--- src/tscc_pkg.sv ---
`default_nettype none

package tscc_pkg;

  // Width of every slot field in a request.
  localparam int unsigned SLOT_W = 21;

  // Width of the case tag stored with each bitmap word.
  localparam int unsigned EPOCH_W = 8;

  // Request kinds.
  localparam logic [1:0] KIND_ONESHOT  = 2'd0;
  localparam logic [1:0] KIND_PERIODIC = 2'd1;
  localparam logic [1:0] KIND_END      = 2'd2;

  typedef struct packed {
    logic [1:0]        kind;
    logic [SLOT_W-1:0] start_slot;
    logic [SLOT_W-1:0] end_slot;
    logic [SLOT_W-1:0] period;
  } tscc_req_t;

  typedef struct packed {
    logic conflict;
    logic case_done;
  } tscc_res_t;

  typedef enum logic [2:0] {
    ST_CLEAR,
    ST_IDLE,
    ST_DIV,
    ST_OCC,
    ST_READ,
    ST_CHECK,
    ST_NEXT,
    ST_FIN
  } tscc_state_t;

endpackage

`default_nettype wire

--- src/tscc_div.sv ---
`default_nettype none

// Divider by a constant through a rounded-up reciprocal: the dividend is registered on
// start, then the quotient, then the remainder, and done pulses with both ready.
module tscc_div
  import tscc_pkg::*;
#(
  parameter int unsigned DIVISOR = 64
) (
  input  wire logic                       clk,
  input  wire logic                       rst,
  input  wire logic                       start,
  input  wire logic [SLOT_W-1:0]          dividend,
  output logic                            done,
  output logic [SLOT_W-1:0]               quotient,
  output logic [$clog2(DIVISOR)-1:0]      remainder
);

  localparam int unsigned RW = $clog2(DIVISOR);
  localparam int unsigned SH = SLOT_W + RW;
  localparam int unsigned MW = SLOT_W + 1;
  localparam int unsigned PW = SLOT_W + MW;

  // The reciprocal is rounded up with SLOT_W + RW fraction bits, which makes the
  // shifted product exact for every SLOT_W-bit dividend.
  localparam logic [MW-1:0] RECIP =
    MW'(((64'd1 << SH) + 64'(DIVISOR) - 64'd1) / 64'(DIVISOR));

  logic              stage1;
  logic              stage2;
  logic [SLOT_W-1:0] dvd;
  logic [SLOT_W-1:0] quo;
  logic [RW-1:0]     rem;
  logic [PW-1:0]     prod;
  logic [SLOT_W-1:0] back;

  // Reciprocal product for the quotient, then the part left over.
  always_comb begin
    prod = PW'(dvd) * PW'(RECIP);
    back = dvd - quo * SLOT_W'(DIVISOR);
  end

  // Control: a two-stage pipe, then a one-cycle done pulse.
  always_ff @(posedge clk) begin
    if (rst) begin
      stage1 <= 1'b0;
      stage2 <= 1'b0;
      done   <= 1'b0;
    end else begin
      stage1 <= start;
      stage2 <= stage1;
      done   <= stage2;
    end
  end

  // Datapath: capture the dividend, then the quotient, then the remainder.
  always_ff @(posedge clk) begin
    if (start) begin
      dvd <= dividend;
    end
    if (stage1) begin
      quo <= SLOT_W'(prod >> SH);
    end
    if (stage2) begin
      rem <= RW'(back);
    end
  end

  assign quotient  = quo;
  assign remainder = rem;

endmodule

`default_nettype wire

--- config.mk ---
export PLATFORM = sky130hd
export DESIGN_NAME = tscc_div
export DESIGN_NICKNAME = d
export VERILOG_FILES = /design/src/tscc_pkg.sv /design/src/tscc_div.sv
export SDC_FILE = /design/constraint.sdc
export NUM_CORES = 1
export LEC_CHECK = 0
export BUFFER_PORTS_ARGS = -buffer_cell sky130_fd_sc_hd__buf_2
export CAP_MARGIN = 10
export CORE_ASPECT_RATIO = 0.75
export CORE_UTILIZATION = 42
export CTS_CLUSTER_DIAMETER = 80
export DETAILED_ROUTE_END_ITERATION = 10
export GPL_TIMING_DRIVEN = 0
export PLACE_DENSITY = 0.83
export SYNTH_ARGS = -nofsm -noshare
export SYNTH_HDL_FRONTEND = slang
export SYNTH_SLANG_ARGS = --single-unit
--- constraint.sdc ---
create_clock -name clk -period 0.9 [get_ports clk]
set_input_delay 0.09 -clock clk [delete_from_list [all_inputs] [get_ports clk]]
set_output_delay 0.09 -clock clk [all_outputs]
set_load 0.1 [all_outputs]
# After elaboration in Yosys (flattened, before gate mapping)
# Index checks and enable logic that the tools add are counted.
# totals
ff_bits	45
output_inout_bits	28
in_bits	24
word_cells	7
# classes
n_addsub	1
# op_table
cell	n
$sub 6x1->6 const B	1

# Logic depth before layout (Yosys ltp)
# logic_depth
depth_word	1
ltp_mapped	1
ltp_nobuf	1

# Least setup slack after synthesis
# No wires, ideal clock.
# synth_timing
kind	register -> output
startpoint	register done
endpoint	output port done
t_arrival_ps	909
setup_slack_ps	-99
path_stages_with_launch	1
n_path_buf	0
t_required_ps	810
path_cell_list	dfxtp_1
# synth_rtl
element	line	rtl
start: declaration	tscc_div.sv:14	output logic done,
start signal: assignment	tscc_div.sv:52	done <= stage2;
# No word-level cell between the ends.

# Worst setup path after layout
# layout_timing
startpoint	register rem[4] (netlist: remainder[4])
endpoint	output port remainder[4]
# layout_rtl
element	line	rtl
start: declaration	tscc_div.sv:33	logic [RW-1:0] rem;
start signal: assignment	tscc_div.sv:65	rem <= RW'(back);
end: declaration	tscc_div.sv:16	output logic [$clog2(DIVISOR)-1:0] remainder
# No word-level cell between the ends.

==> results.toml <==
[floorplan]
dieArea_um2 = 3543
ios = 52
rows = 17
core_um2 = 3042
die_width_um = 68.40
die_h_um = 51.80
initial_core_util_pct = 45.66

[placed_design]
globalplace.congestion = 0.5909
portBuffers = 45

[pwr]
seqPwrFrac_pct = 53.0
p_int_uw = 3498
p_per_area_nw_per_um2 = 2194
total_power_uw = 4744
p_leak_uw = 0.0008579
power_switching_uw = 1246
pwr-share-comb_pct = 17.6
swShare_pct = 26.27
max-vdd-ir-drop_uv = 1241
p_clk_share_pct = 29.4

[clocking]
path_clk_slew_ns = 0.08
insertion_delay_ns = 0.28
clockRootBuffer = "clkbuf_8"
numClockSinks = 45
postCtsSetupBuffers = 0
cts_buffers = 5
max-clock-path-buffers = 2
cts_tree = "done"
cts-htree-levels = 2

[global_routing]
grt_pass1_vias = 740
antenna_found_initial = 0
grt_max_degree = 23
track_usage_pct = 14.15
grt_pass1_wl_mm = 3.236
overflow = 0

[setup_path]
cp_cell_sequence = "buf_6"
reg2reg_to = "remainder[3]"
r2r_setup_slack_ns = 0.08
required_ns = 0.81
cp_top_family = "flip-flops"
cp_num_buf_inv = 1
worstRegToRegCells = 0
cp-end-kind = "output pin"
regToRegStartpoint = "stage2"
worst_ep_arrival_time_ns = 0.88
crit_slowest_cell = "edfxtp_1"
cp-start-kind = "flop"
crit_type = "reg -> out"
critPathMaxFanout = 1
max_stage_delay_ns = 0.40

[status]
violations = "negative setup slack"
status = "finished, violations left"

[synth]
synth_most_common_cell = "edfxtp_1"
synth_edf_count = 42
synth-main-ff-cell = "edfxtp_1"
synth_area_um2 = 1389
yosys.area.top_type = "edfxtp_1"
syn_inst = 55
synth_compound_area_share_pct = 0
yosys-top-cells-area = "edfxtp_1, dfxtp_1, buf_4"
ys_warn_count = 0
synth.distinct_cells = 5
synth_top_area_share_pct = 90.81
synth_simple_gate_area_share_pct = 1.351
synth_seq_area_share_pct = 95.14
async_reset_ff_share_pct = 0
synth-seq-cells = 45
synth_top_family_by_area = "buffers and inverters"
synth_mux_area_share_pct = 0
syn_avg_cell_area_um2 = 25.25
synth-xor-area-share_pct = 0
synth_fa_ha_area_share_pct = 0
synth_common_cells = "edfxtp_1, buf_4, dfxtp_1, nor2b_1, conb_1"

[flow_run]
cap_violations = 0

[routing]
drtPass1Iterations = 3
routed_wl_mm = 2.199
vias = 730
wl_per_cell_um = 12.71
drc = 0
routed_via_density = 4.220
postRouteAntennaNets = 0
drt-initial-drc-count = 35

[sta]
hold_viol_final = 0
fmax_mhz = 1032
final.setup.tns_ns = -1.136
rsz0062_at_grt = "yes"
setup_viol = 21
fin_ws_ns = -0.06915
period_share_pct = 107.7
final_max_slew_viol_count = 0
fin_skew_ns = 0.009929
hold_slack_ns = 0.2901
finalCriticalPeriod_ns = 0.9692

[finish]
fin_util_pct = 71.08
diodes = 0
syn_to_final_growth_pct = 55.68
drive_gt1_share_pct = 43.70
nets = 158

[worst_hold_path]
holdPathStages = 1
min_path_type = "in -> reg"
holdCritStartpoint = "start"
min_to = "dvd[15]"
==> placed cells by master (no fill, tap or decap) <==
cell type	Yosys	routed
edfxtp_1	42	42
buf_2	0	23
dlygate4sd3_1	0	22
buf_6	0	20
buf_4	6	6
conb_1	1	6
clkbuf_8	0	5
nor2b_1	3	3
bufinv_16	0	1
clkinv_1	0	1
clkbuf_1	0	1
dfxtp_2	0	1
buf_12	0	1
buf_8	0	1
dfxtp_4	0	1
dfxtp_1	3	1
==> how the worst max path moves through the flow <==
stage	start	depth (start not counted)	slack [ns]	endpoint
2_1_floorplan	quotient[0]	0	-0.09	quotient[0]
6_report	remainder[4]	1	-0.07	remainder[4]
3_5_place_dp	stage1	0	0.01	quotient[7]
5_1_grt	quotient[9]	1	-0.11	quotient[9]
4_1_cts	remainder[1]	1	-0.08	remainder[1]
3_3_place_gp	stage1	0	0.04	quotient[7]
==> per-stage QoR <==
stage | worst slack (ns) | std cells | cell area [µm²]
3_3_place_gp | 0.03951 | 143 | 1683
4_1_cts | -0.07820 | 172 | 2148
5_1_grt | -0.1087 | 173 | 2162
3_5_place_dp | 0.009545 | 143 | 1683
2_1_floorplan | -0.09402 | 60 | 1410
6_report | -0.06915 | 173 | 2162
==> registers in the layout, summed over array words and instances, names as in the netlist <==
register   flops
dvd           21
stage2         1
remainder      6
stage1         1
quotient      15
done           1
==> metal layers <==
layer / vias up / share of wire, % / global-route usage, % / wire length, µm
li1: 354 / - / - / -
met4: 0 / 1.7 / 5.208 / 38
met1: 331 / 35 / 13.51 / 779
met5: - / 0 / 0 / 0
met2: 41 / 55 / 25.33 / 1207
met3: 4 / 7.9 / 7.456 / 173
==> cells by family (layout without fill, tap and decap cells) <==
group | count (synthesis) | in the layout
AND/OR/NAND/NOR | 3 | 3
flip-flops | 45 | 45
buffers and inverters | 6 | 81
other | 1 | 6
==> power by group through the flow <==
stage | logic, µW | clock network, µW | registers (µW)
global route | 857 | 1530 | 2530
finish | 834 | 1400 | 2510
floorplan | 132 | 0 | 2970
detailed placement | 686 | 0 | 2550
global placement | 682 | 0 | 2540
CTS | 829 | 1430 | 2520
==> layout make-up <==
type / instances / area [µm²]
Sequential cell: 45 / 1326
Multi-Input combinational cell: 9 / 41.29
Fill cell: 198 / 879.6
Timing Repair Buffer: 67 / 595.6
Tap cell: 38 / 47.55
Clock inverter: 2 / 33.78
Clock buffer: 6 / 72.57
Buffer: 6 / 45.04
==> what timing repair did <==
item,4_1_cts,5_1_grt
hold endpoints to repair,23,1
resized for setup,47,1
hold buffers,21,1
endpoints found under the setup margin,32,22
Power figures use the tool's default switching activity.
